File: config.mk
export PLATFORM = sky130hd
export DESIGN_NAME = ctw_ctrl
export DESIGN_NICKNAME = d
export VERILOG_FILES = /design/src/ctw_pkg.sv /design/src/ctw_ctrl.sv
export SDC_FILE = /design/constraint.sdc
export NUM_CORES = 1
export LEC_CHECK = 0
export BUFFER_PORTS_ARGS = -buffer_cell sky130_fd_sc_hd__buf_2
export CELL_PAD_IN_SITES_DETAIL_PLACEMENT = 0
export CELL_PAD_IN_SITES_GLOBAL_PLACEMENT = 2
export CORE_MARGIN = 10
export CORE_UTILIZATION = 34
export CTS_BUF_LIST = sky130_fd_sc_hd__clkbuf_4
export DETAILED_ROUTE_END_ITERATION = 10
export PLACE_DENSITY = 0.84
export SYNTH_ARGS = -nofsm -noshare
export SYNTH_HDL_FRONTEND = slang
export SYNTH_SLANG_ARGS = --single-unit
export TNS_END_PERCENT = 1
File: constraint.sdc
create_clock -name clk -period 6.4 [get_ports clk]
set_input_delay 0.96 -clock clk [delete_from_list [all_inputs] [get_ports clk]]
set_output_delay 0.96 -clock clk [all_outputs]
set_load 0.01 [all_outputs]
File: src/ctw_pkg.sv
`default_nettype none

package ctw_pkg;

    // default screen geometry
    localparam int COLUMNS_DEFAULT = 80;
    localparam int ROWS_DEFAULT    = 25;

    // character codes with special meaning
    localparam logic [7:0] CH_NEWLINE = 8'd10;
    localparam logic [7:0] CH_RETURN  = 8'd13;

    // operation codes
    localparam logic [1:0] OP_PUT_CURSOR = 2'd0;
    localparam logic [1:0] OP_PUT_AT     = 2'd1;
    localparam logic [1:0] OP_READ       = 2'd2;
    localparam logic [1:0] OP_CLEAR      = 2'd3;

    typedef struct packed {
        logic [1:0] opcode;
        logic [7:0] char_code;
        logic [7:0] color;
        logic [6:0] column;
        logic [4:0] row;
    } ctw_cmd_t;

    typedef struct packed {
        logic [15:0] cell_data;
        logic [6:0]  cursor_column;
        logic [4:0]  cursor_line;
    } ctw_res_t;

    // access strobes from the sequencer to the cell store
    typedef struct packed {
        logic wr_en;
        logic rd_en;
    } ctw_mem_ctl_t;

    // attribute in the high byte, character in the low byte
    function automatic logic [15:0] make_cell(input logic [7:0] ch, input logic [7:0] attr);
        return {attr, ch};
    endfunction

endpackage

`default_nettype wire

File: src/ctw_ctrl.sv
`default_nettype none

module ctw_ctrl #(
    parameter int COLUMNS = ctw_pkg::COLUMNS_DEFAULT,
    parameter int ROWS    = ctw_pkg::ROWS_DEFAULT
) (
    input  wire                        clk,
    input  wire                        rst_n,
    input  wire                        cmd_valid,
    output logic                       cmd_stall,
    input  wire ctw_pkg::ctw_cmd_t     cmd,
    output logic                       res_valid,
    input  wire                        res_stall,
    output ctw_pkg::ctw_res_t          res,
    output ctw_pkg::ctw_mem_ctl_t      mem_ctl,
    output logic [$clog2(ROWS)+$clog2(COLUMNS)-1:0] mem_addr,
    output logic [15:0]                mem_wdata,
    input  wire [15:0]                 mem_rdata
);
    import ctw_pkg::*;

    localparam int CW  = $clog2(COLUMNS);
    localparam int RW  = $clog2(ROWS);
    localparam int RW1 = RW + 1;

    localparam logic [2:0] S_IDLE  = 3'd0;
    localparam logic [2:0] S_EXEC  = 3'd1;
    localparam logic [2:0] S_SWEEP = 3'd2;
    localparam logic [2:0] S_READ  = 3'd3;

    logic [2:0]      state_reg, state_next;
    ctw_cmd_t        req_reg, req_next;
    logic [CW-1:0]   cur_col_reg, cur_col_next;
    logic [RW-1:0]   cur_row_reg, cur_row_next;
    logic [RW-1:0]   base_reg, base_next;
    logic [ROWS-1:0] row_valid_reg, row_valid_next;
    logic [RW-1:0]   sweep_row_reg, sweep_row_next;
    logic [CW-1:0]   sweep_col_reg, sweep_col_next;
    logic            res_valid_reg, res_valid_next;
    ctw_res_t        res_reg, res_next;

    logic            out_free;
    logic            in_range;
    logic            is_nl;
    logic            is_cr;
    logic            needs_write;
    logic [CW-1:0]   tcol;
    logic [RW-1:0]   lrow;
    logic [RW:0]     row_sum;
    logic [RW-1:0]   prow;
    logic [15:0]     cell_word;
    logic [CW-1:0]   adv_col;
    logic [RW-1:0]   adv_row;
    logic            adv_scroll;
    logic            emit;
    logic [15:0]     emit_data;

    assign cmd_stall = (state_reg != S_IDLE);
    assign res_valid = res_valid_reg;
    assign res       = res_reg;
    assign out_free  = !res_valid_reg || !res_stall;

    // decode of the held transaction
    always_comb
    begin
        in_range = (32'(req_reg.column) < 32'(COLUMNS)) && (32'(req_reg.row) < 32'(ROWS));
        is_nl    = (req_reg.char_code == CH_NEWLINE);
        is_cr    = (req_reg.char_code == CH_RETURN);
        needs_write = ((req_reg.opcode == OP_PUT_CURSOR) && !is_nl && !is_cr)
                   || ((req_reg.opcode == OP_PUT_AT) && in_range);
        cell_word = make_cell(req_reg.char_code, req_reg.color);
        if (req_reg.opcode == OP_PUT_CURSOR)
        begin
            tcol = cur_col_reg;
            lrow = cur_row_reg;
        end
        else
        begin
            tcol = CW'(req_reg.column);
            lrow = RW'(req_reg.row);
        end
    end

    // logical row to physical row through the scroll base
    always_comb
    begin
        row_sum = {1'b0, lrow} + {1'b0, base_reg};
        if (row_sum >= RW1'(ROWS))
        begin
            prow = RW'(row_sum - RW1'(ROWS));
        end
        else
        begin
            prow = RW'(row_sum);
        end
    end

    // cursor movement for put at cursor
    always_comb
    begin
        adv_col    = cur_col_reg;
        adv_row    = cur_row_reg;
        adv_scroll = 1'b0;
        if (is_cr)
        begin
            adv_col = '0;
        end
        else if (is_nl || (cur_col_reg == CW'(COLUMNS - 1)))
        begin
            adv_col = '0;
            if (cur_row_reg == RW'(ROWS - 1))
            begin
                adv_scroll = 1'b1;
            end
            else
            begin
                adv_row = cur_row_reg + RW'(1);
            end
        end
        else
        begin
            adv_col = cur_col_reg + CW'(1);
        end
    end

    // sequencer
    always_comb
    begin
        state_next     = state_reg;
        req_next       = req_reg;
        cur_col_next   = cur_col_reg;
        cur_row_next   = cur_row_reg;
        base_next      = base_reg;
        row_valid_next = row_valid_reg;
        sweep_row_next = sweep_row_reg;
        sweep_col_next = sweep_col_reg;
        res_valid_next = res_valid_reg && res_stall;
        res_next       = res_reg;
        mem_ctl        = '0;
        mem_addr       = {prow, tcol};
        mem_wdata      = cell_word;
        emit           = 1'b0;
        emit_data      = '0;

        unique case (state_reg)
            S_IDLE:
            begin
                if (cmd_valid)
                begin
                    req_next   = cmd;
                    state_next = S_EXEC;
                end
            end
            S_EXEC:
            begin
                if (out_free)
                begin
                    // a row that was cleared or scrolled out gets zeroed before its first write
                    if (needs_write && !row_valid_reg[prow])
                    begin
                        sweep_row_next = prow;
                        sweep_col_next = '0;
                        state_next     = S_SWEEP;
                    end
                    else
                    begin
                        unique case (req_reg.opcode)
                            OP_PUT_CURSOR:
                            begin
                                if (needs_write)
                                begin
                                    mem_ctl.wr_en = 1'b1;
                                    emit_data     = cell_word;
                                end
                                cur_col_next = adv_col;
                                cur_row_next = adv_row;
                                if (adv_scroll)
                                begin
                                    // old top row becomes the new bottom row, reads as blank
                                    row_valid_next[base_reg] = 1'b0;
                                    if (base_reg == RW'(ROWS - 1))
                                    begin
                                        base_next = '0;
                                    end
                                    else
                                    begin
                                        base_next = base_reg + RW'(1);
                                    end
                                end
                                emit = 1'b1;
                            end
                            OP_PUT_AT:
                            begin
                                if (needs_write)
                                begin
                                    mem_ctl.wr_en = 1'b1;
                                    emit_data     = cell_word;
                                end
                                emit = 1'b1;
                            end
                            OP_READ:
                            begin
                                if (in_range && row_valid_reg[prow])
                                begin
                                    mem_ctl.rd_en = 1'b1;
                                    state_next    = S_READ;
                                end
                                else
                                begin
                                    emit = 1'b1;
                                end
                            end
                            OP_CLEAR:
                            begin
                                row_valid_next = '0;
                                base_next      = '0;
                                cur_col_next   = '0;
                                cur_row_next   = '0;
                                emit           = 1'b1;
                            end
                            default:
                            begin
                                emit = 1'b1;
                            end
                        endcase
                    end
                end
            end
            S_SWEEP:
            begin
                mem_ctl.wr_en = 1'b1;
                mem_addr      = {sweep_row_reg, sweep_col_reg};
                mem_wdata     = '0;
                if (sweep_col_reg == CW'(COLUMNS - 1))
                begin
                    row_valid_next[sweep_row_reg] = 1'b1;
                    state_next = S_EXEC;
                end
                else
                begin
                    sweep_col_next = sweep_col_reg + CW'(1);
                end
            end
            S_READ:
            begin
                if (out_free)
                begin
                    emit_data = mem_rdata;
                    emit      = 1'b1;
                end
            end
            default:
            begin
                state_next = S_IDLE;
            end
        endcase

        // load the result register
        if (emit)
        begin
            res_valid_next         = 1'b1;
            res_next.cell_data     = emit_data;
            res_next.cursor_column = 7'(cur_col_next);
            res_next.cursor_line   = 5'(cur_row_next);
            state_next             = S_IDLE;
        end
    end

    // control state
    always_ff @(posedge clk or negedge rst_n)
    begin
        if (!rst_n)
        begin
            state_reg     <= S_IDLE;
            cur_col_reg   <= '0;
            cur_row_reg   <= '0;
            base_reg      <= '0;
            row_valid_reg <= '0;
            res_valid_reg <= 1'b0;
        end
        else
        begin
            state_reg     <= state_next;
            cur_col_reg   <= cur_col_next;
            cur_row_reg   <= cur_row_next;
            base_reg      <= base_next;
            row_valid_reg <= row_valid_next;
            res_valid_reg <= res_valid_next;
        end
    end

    // payload registers
    always_ff @(posedge clk)
    begin
        req_reg       <= req_next;
        sweep_row_reg <= sweep_row_next;
        sweep_col_reg <= sweep_col_next;
        res_reg       <= res_next;
    end

endmodule

`default_nettype wire

==> impl_metrics.ini, run 1 <==
[sta]
drv_slew = 0
skew_ns = 0.0152
holdWs_ns = 0.530
fin_crit_sh_pct = 95.5
timing.fmax_mhz = 164
tns_ns = 0
worst_pin_slew_ns = 1.16
rsz0062_at_grt = false
setup_viol = 0
period_needed_ns = 6.11
hold_viol = 0
max_slew_margin_pct = 22.9

[grt]
grt_pass1_vias = 5354
busiest_layer = met2
grt_max_degree = 46
grt_use_total_pct = 14.7
grt_antenna_before_repair = 0
grt_util_met3_pct = 4.26
grt_pass1_wl_um = 28900
grt_util_met1_pct = 18.2
grt_overflow = 0
grt_util_met2_pct = 24.6

[die]
core-area_um2 = 18800
die_area_um2 = 25000
pin_count = 110
start_util_pct = 34.6
die_y_um = 158
rows = 50
die_x_um = 158

[route]
wl_per_cell_um = 19.4
dr.pass1.iters = 5
route.detailed.drc = 0
drt-initial-drc-count = 360
ant_nets = 0
vias_per_cell = 5.48
wirelength_um = 18600
vias = 5245

[clocking]
hold_buffers = 0
cts_tree = yes
clk_pin_slew_worst_paths_ns = 0.11
cts_inserted_buffers = 17
clk_latency_ns = 0.54
cts.sinks = 115
clockBufferDepth = 2
cts_root_buf = clkbuf_4
cts_htree_levels = 4

[logic_synthesis]
syn_nets = 670
synth_edf_count = 70
ys_top_cells_by_area = edfxtp_1 (32%), dfrtp_1 (17%), ha_1 (4.8%)
synthTopCellsByCount = edfxtp_1 (70), dfrtp_1 (45), nand2_1 (44), o21ai_0 (44), nor2b_1 (29)
synth_area_leader_cell = edfxtp_1
postSynthAreaPerCell_um2 = 10.9
synth_seq_cells = 115
syn-cell-area_um2 = 6490
seq_area_frac_synth_pct = 49.7
synth-warning-count = 0
synth.most_common_cell = edfxtp_1
async_flop_share_pct = 39.1
ys_types = 75
yosys.area.top_type_share_pct = 32.4
synthCells = 594
synthFlopType = edfxtp_1

[layout]
seqCellArea_um2 = 3230
stdcell_count = 957
drive_above_1_share_pct = 28.9
multiInputGateArea_um2 = 3090
n_fill_cell = 1837
n_antenna_cell = 0
syn_to_final_growth_pct = 18.0
largest_reg_flops = 28
final_nets = 786
design_area_um2 = 7660

[setup_path]
endpoint_kind = primary output
worstPathArrival_ns = 5.15
critPathKind = reg2out
worst_ep_required_time_ns = 5.44
crit_path_start_kind = flop
path_max_fanout = 5

[power]
powerDensity_nw_per_um2 = 504
vdd_drop_max_uv = 224
p_leak_uw = 0.00307

[min_path]
hp-class = reg2reg

[place]
io_buffers = 109
dpl.hpwl_um = 13800
placed_area_um2 = 7250
dp.cells = 918
place_congestion = 0.864

[run]
cap_violations = 0

[run_status]
status = finished, final reports clean
[critical path, stage by stage (launching register included)]
cell and delay [ns]:
edfxtp_1 0.44, inv_2 0.12, ha_4 0.15, mux2_2 0.35
ha_2 0.19, fa_1 0.49, inv_2 0.11, ha_4 0.14
inv_2 0.06, or3_4 0.42, a311oi_4 0.32, buf_4 0.19
a211o_2 0.14, a21boi_0 0.08, a2111o_1 0.39, a31o_1 0.24
or3_4 0.33, nand2_2 0.10, nor2_4 0.05, o21a_1 0.18
buf_2 0.13
[report_power, final]
part	leakage [µW]	total, µW	internal, µW	switching [µW]
clock network	0.000149	553	240	314
logic	0.00171	1980	814	1160
registers	0.00121	1330	1130	198
total	0.00307	3860	2190	1680
[metal layers]
metal	share of wire, %	routed length [µm]	up-vias
met2	48	8940	177
li1	-	-	2485
met3	7.9	1460	21
met4	1.3	240	0
met5	0	0	-
met1	43	7910	2562
[timing repair]
item	in CTS	in global routing
buffers inserted	4	3
pin swaps	2	7
setup endpoints to repair	2	2
resized for setup	5	17
[through the flow]
step	util, %	power [µW]	setup slack [ns]
3_3_place_gp	38.6	3200	0.137
4_1_cts	40.4	3820	0.0650
5_1_grt	40.8	4160	0.0301
6_report	40.8	3860	0.290
2_1_floorplan	-	2590	0.196
3_5_place_dp	38.6	3230	-0.0583
[final timing paths]
check	from	to	slack, ns	cells after the start
min	row_valid_reg[12]	row_valid_reg[12]	0.53	1
min in group asynchronous	rst_n	cur_col_reg[0]	0.62	1
max in group asynchronous	rst_n	row_valid_reg[10]	5.05	1
min reg2reg	row_valid_reg[12]	row_valid_reg[12]	0.53	1
max	req_reg[28]	mem_ctl[1]	0.29	20
max reg2reg	req_reg[28]	res[10]	0.98	19
[kinds of logic (layout without fill, tap and decap cells)]
logic type,after synthesis,after routing,share of synthesized area (%)
flip-flops,115,115,49.7
adder cells (fa/ha/maj),26,26,5.13
AND/OR/NAND/NOR,190,190,15.9
buffers and inverters,52,181,3.86
XOR/XNOR,10,10,1.35
AO/OA/AOI/OAI,174,174,18.9
multiplexers,27,27,5.11
[area by class of cell]
| type | count | share of cell area, % |
|---|---|---|
| Clock buffer | 18 | 1.76 |
| Clock inverter | 14 | 2.01 |
| Inverter | 22 | 1.08 |
| Multi-Input combinational cell | 427 | 40.3 |
| Sequential cell | 115 | 42.2 |
| Tap cell | 234 | 3.82 |
| Timing Repair Buffer | 127 | 8.89 |
[cell usage in the layout, fill, tap and decap left out, types with 16 or more instances in the layout]
| cell | Yosys | layout |
|---|---|---|
| ha_1 | 25 | 22 |
| a21oi_1 | 24 | 24 |
| nand3_1 | 16 | 16 |
| a22o_1 | 21 | 21 |
| edfxtp_1 | 70 | 70 |
| dfrtp_1 | 45 | 45 |
| nand2_1 | 44 | 43 |
| buf_4 | 0 | 18 |
| o21ai_0 | 44 | 44 |
| nor2_1 | 19 | 18 |
| clkbuf_4 | 1 | 18 |
| nor3_1 | 20 | 20 |
| o22a_1 | 17 | 17 |
| inv_1 | 22 | 18 |
| a31oi_1 | 16 | 16 |
| buf_2 | 7 | 109 |
| nor2b_1 | 29 | 29 |
Note: power is estimated with default switching activity, not from simulation.
==> run 2: changes to the inputs <==
--- a/config.mk
+++ b/config.mk
@@ -9,11 +9,11 @@
 export CELL_PAD_IN_SITES_DETAIL_PLACEMENT = 0
 export CELL_PAD_IN_SITES_GLOBAL_PLACEMENT = 2
 export CORE_MARGIN = 10
-export CORE_UTILIZATION = 34
+export CORE_UTILIZATION = 38
 export CTS_BUF_LIST = sky130_fd_sc_hd__clkbuf_4
+export CTS_CLUSTER_DIAMETER = 120
 export DETAILED_ROUTE_END_ITERATION = 10
-export PLACE_DENSITY = 0.84
+export PLACE_DENSITY = 0.89
 export SYNTH_ARGS = -nofsm -noshare
 export SYNTH_HDL_FRONTEND = slang
 export SYNTH_SLANG_ARGS = --single-unit
-export TNS_END_PERCENT = 1
==> constraint.sdc (replaced) <==
create_clock -name clk -period 6.3 [get_ports clk]
set_input_delay 0.945 -clock clk [delete_from_list [all_inputs] [get_ports clk]]
set_output_delay 0.945 -clock clk [all_outputs]
set_load 0.01 [all_outputs]
==> impl_metrics.ini, run 2 (synthesis results as in run 1) <==
[run_status]
status = finished, final reports clean

[clocking]
clk_latency_ns = 0.57
cts_inserted_buffers = 17
cts_htree_levels = 4
clockBufferDepth = 2
cts.sinks = 115
cts_root_buf = clkbuf_4
cts_tree = yes
clk_pin_slew_worst_paths_ns = 0.10

[sta]
fin_crit_sh_pct = 96.8
max_slew_margin_pct = 25.4
worst_pin_slew_ns = 1.12
hold_viol = 0
drv_slew = 0
timing.fmax_mhz = 164
setup_viol = 0
worst_slack_ns = 0.203
skew_ns = 0.0219
period_needed_ns = 6.10

[die]
start_util_pct = 39.0
pin_count = 110
die_y_um = 151
die_x_um = 151
die_area_um2 = 22700
core-area_um2 = 16600
rows = 47

[setup_path]
r2r_slack_ns = 0.92
rr_endpoint = res[1]
endpoint_kind = primary output
critPathKind = reg2out
reg2regPathDepth = 18
path_max_fanout = 7
crit_path_start = req_reg[28]
crit_path_start_kind = flop
crit_end = mem_ctl[1]
r2r-start = req_reg[28]
worst_ep_required_time_ns = 5.35
worstPathArrival_ns = 5.15

[route]
vias_per_cell = 5.46
vias = 5176
ant_nets = 0
route.detailed.drc = 0
wirelength_um = 18300
wl_per_cell_um = 19.3
drt-initial-drc-count = 288
dr.pass1.iters = 5

[layout]
final_nets = 788
largest_reg_flops = 28
final_util_pct = 45.9
n_fill_cell = 1601
layout_commonest_cell = buf_2
drive_above_1_share_pct = 28.6
final_cell_mix = buf_2 (109), edfxtp_1 (70), dfrtp_1 (45), o21ai_0 (44), nand2_1 (43)
syn_to_final_growth_pct = 17.7

[place]
dpl.hpwl_um = 13500
io_buffers = 109
place_congestion = 0.920
place_ws_ns = 0.326

[power]
powerDensity_nw_per_um2 = 508
vdd_drop_max_uv = 217
p_leak_uw = 0.00306

[run]
cap_violations = 0

[min_path]
min_path_cells = 1
hp-class = reg2reg

[grt]
grt_pass1_vias = 5199
grt_antenna_before_repair = 1
grt_max_degree = 46
grt_overflow = 0
grt_pass1_wl_um = 27900
grt_use_total_pct = 15.9
-- run 2: report_power, final --
| group | internal (µW) | total (µW) | switching [µW] |
|---|---|---|---|
| clock network | 207 | 501 | 294 |
| logic | 835 | 2040 | 1210 |
| registers | 1150 | 1340 | 186 |
-- run 2: per-layer routing --
metal	GRT usage (%)	routed length [µm]	up-vias
li1	-	-	2495
met1	18.2	7460	2498
met2	27.4	9240	153
met3	4.32	1180	30
met4	6.50	406	0
met5	0	0	-
-- run 2: layout make-up --
cell class | instances | area [µm²] | share of cell area [%]
multi-input cells | 427 | 3100 | 40.6
repair buffers | 129 | 699 | 9.16
well taps | 220 | 275 | 3.60
inverters | 22 | 82.6 | 1.08
flip-flops and latches | 115 | 3230 | 42.3
clock inverters | 11 | 88.8 | 1.16
diodes | 3 | 7.51 | 0.0983
clock buffers | 21 | 158 | 2.06
-- run 2: repair_timing --
item	CTS	global route
pin swaps	0	9
setup endpoints to repair	2	2
buffers inserted	3	5
resized for setup	12	11
hold buffers	0	0
-- run 2: worst min path at each step --
stage,slack [ns],end,start
after floorplan,0.45,row_valid_reg[13],row_valid_reg[13]
after global placement,0.49,row_valid_reg[12],row_valid_reg[12]
after detailed placement,0.49,row_valid_reg[12],row_valid_reg[12]
after CTS,0.51,cell_word[5],cmd[25]
after global routing,0.50,cell_word[12],cmd[16]
final,0.53,row_valid_reg[13],row_valid_reg[13]
-- run 2: critical path, cell delays in order (launching register included) --
cell and delay, ns:
edfxtp_1 0.43, inv_2 0.11, ha_4 0.15, mux2_4 0.31
ha_2 0.19, fa_1 0.49, inv_2 0.11, ha_4 0.15
inv_2 0.06, or3_4 0.42, a311oi_4 0.25, and2_4 0.26
o32ai_1 0.11, a2111o_1 0.43, a31o_1 0.26, or3_4 0.43
nand2_2 0.08, nor2_1 0.05, o21a_1 0.17, buf_2 0.14
-- run 2: through the flow --
step	instances	power [µW]	hold WS [ns]	TNS (ns)	cell area, µm²
2_1_floorplan	594	2630	0.453	0	6490
3_3_place_gp	905	3260	0.495	0	7240
3_5_place_dp	905	3270	0.494	0	7240
4_1_cts	940	3830	0.506	0	7550
5_1_grt	946	4170	0.504	-0.0152	7630
6_report	948	3880	0.527	0	7640
==> run 3: changes to the inputs <==
--- a/config.mk
+++ b/config.mk
@@ -7,13 +7,13 @@
 export LEC_CHECK = 0
 export BUFFER_PORTS_ARGS = -buffer_cell sky130_fd_sc_hd__buf_2
 export CELL_PAD_IN_SITES_DETAIL_PLACEMENT = 0
-export CELL_PAD_IN_SITES_GLOBAL_PLACEMENT = 2
+export CELL_PAD_IN_SITES_GLOBAL_PLACEMENT = 1
 export CORE_MARGIN = 10
-export CORE_UTILIZATION = 38
+export CORE_UTILIZATION = 39
 export CTS_BUF_LIST = sky130_fd_sc_hd__clkbuf_4
 export CTS_CLUSTER_DIAMETER = 120
 export DETAILED_ROUTE_END_ITERATION = 10
-export PLACE_DENSITY = 0.89
+export PLACE_DENSITY = 0.78
 export SYNTH_ARGS = -nofsm -noshare
 export SYNTH_HDL_FRONTEND = slang
 export SYNTH_SLANG_ARGS = --single-unit
==> impl_metrics.ini, run 3 (synthesis results as in run 1) <==
[grt]
grt_use_total_pct = 16.0
grt_antenna_before_repair = 1
grt_overflow = 0
grt_max_degree = 46
grt_pass1_wl_um = 28000
grt_pass1_vias = 5230

[layout]
seqCellArea_um2 = 3230
n_fill_cell = 1554
final_nets = 789
design_area_um2 = 7690
syn_to_final_growth_pct = 18.4
final_cell_mix = buf_2 (109), edfxtp_1 (70), dfrtp_1 (45), nand2_1 (44), o21ai_0 (43)
largest_reg_flops = 28
layout_commonest_cell = buf_2
multiInputGateArea_um2 = 3100
drive_above_1_share_pct = 29.3

[die]
core-area_um2 = 16500
die_x_um = 149
die_y_um = 149
rows = 47
pin_count = 110
die_area_um2 = 22200
start_util_pct = 39.4

[setup_path]
r2r_slack_ns = 0.90
reg2regPathDepth = 18
critPathKind = reg2out
worst_ep_required_time_ns = 5.35
path_max_fanout = 7
worstPathArrival_ns = 5.18
endpoint_kind = primary output
crit_path_start_kind = flop
rr_endpoint = res[5]
r2r-start = req_reg[28]

[route]
vias = 5278
drt-initial-drc-count = 313
wirelength_um = 17900
vias_per_cell = 5.57
wl_per_cell_um = 18.9
dr.pass1.iters = 4
ant_nets = 0
route.detailed.drc = 0

[sta]
period_needed_ns = 6.12
skew_ns = 0.0201
timing.fmax_mhz = 163
worst_pin_slew_ns = 1.13
holdWs_ns = 0.501
max_slew_margin_pct = 24.9
setup_viol = 0
drv_slew = 0
hold_viol = 0
fin_crit_sh_pct = 97.1
rsz0062_at_grt = true

[clocking]
clockBufferDepth = 2
clk_latency_ns = 0.55
clk_pin_slew_worst_paths_ns = 0.12
cts_root_buf = clkbuf_4
cts_inserted_buffers = 17
cts_tree = yes
cts_htree_levels = 4
hold_buffers = 0
cts.sinks = 115

[power]
p_leak_uw = 0.00308
vdd_drop_max_uv = 204
powerDensity_nw_per_um2 = 516

[place]
placed_area_um2 = 7230
dpl.hpwl_um = 13300
io_buffers = 109
place_congestion = 0.962

[min_path]
hold_end = row_valid_reg[5]
hp-class = reg2reg
min_path_cells = 1
hp-start = row_valid_reg[5]

[run_status]
status = finished, final reports clean

[run]
cap_violations = 0
## run 3: changes by cell type in the layout (fill, tap and decap cells not counted), sizes merged
cell	previous run	this run
inv	23	25
bufinv	1	2
diode	3	2
buf	129	130
clkbuf	21	17
clkinv	5	6
## run 3: stage by stage
step	setup TNS (ns)	instances	util [%]	setup slack (ns)	total power (µW)
detailed placement	0	903	43.9	0.290	3260
global placement	0	903	43.9	0.517	3210
global route	-0.0413	947	46.7	-0.0413	4240
finish	0	948	46.7	0.180	3970
CTS	0	937	45.9	0.00425	3870
floorplan	0	594	-	0.111	2630
## run 3: metal layers
metal	global-route usage [%]	share of wire, %	up-vias
met2	27.4	50	158
met5	0	0	-
met3	4.04	6.3	34
met4	7.41	2.7	0
li1	-	-	2503
met1	18.4	41	2583
## run 3: final cells by class
cell class	instances	area share (%)
Sequential cell	115	42.0
Clock inverter	15	2.03
Multi-Input combinational cell	427	40.4
Antenna cell	2	0.0651
Timing Repair Buffer	130	9.20
Inverter	22	1.07
Clock buffer	17	1.66
Tap cell	220	3.58
## run 3: worst max path at each step
stage                start          to
3_5_place_dp   req_reg[28]  mem_ctl[1]
3_3_place_gp   req_reg[28]  mem_ctl[1]
6_report       req_reg[28]  mem_ctl[1]
4_1_cts        req_reg[28]  mem_ctl[1]
5_1_grt        req_reg[28]  mem_ctl[1]
2_1_floorplan  req_reg[28]  mem_ctl[1]
## run 3: power breakdown
group / internal (µW) / leakage (µW) / switching (µW) / total (µW)
registers: 1150 / 0.00121 / 180 / 1330
logic: 842 / 0.00173 / 1240 / 2090
clock network: 237 / 0.000142 / 317 / 554
## run 3: critical path, stage by stage (launching register included)
cell and delay (ns):
edfxtp_1 0.44, inv_2 0.10, ha_4 0.15, mux2_2 0.33, ha_2 0.19, fa_1 0.49
inv_2 0.12, ha_4 0.15, inv_2 0.06, or3_4 0.41, a311oi_4 0.25, and2_4 0.26
o32ai_1 0.10, a2111o_1 0.44, a31o_1 0.27, or3_4 0.42, nand2_1 0.08, nor2_1 0.05
o21a_1 0.18, buf_2 0.14
## run 3: what timing repair did
item                                    in CTS  in global routing
gates resized for setup                     10                 16
endpoints found under the setup margin       2                  2
pin swaps                                    0                  8
buffers inserted                             2                  9
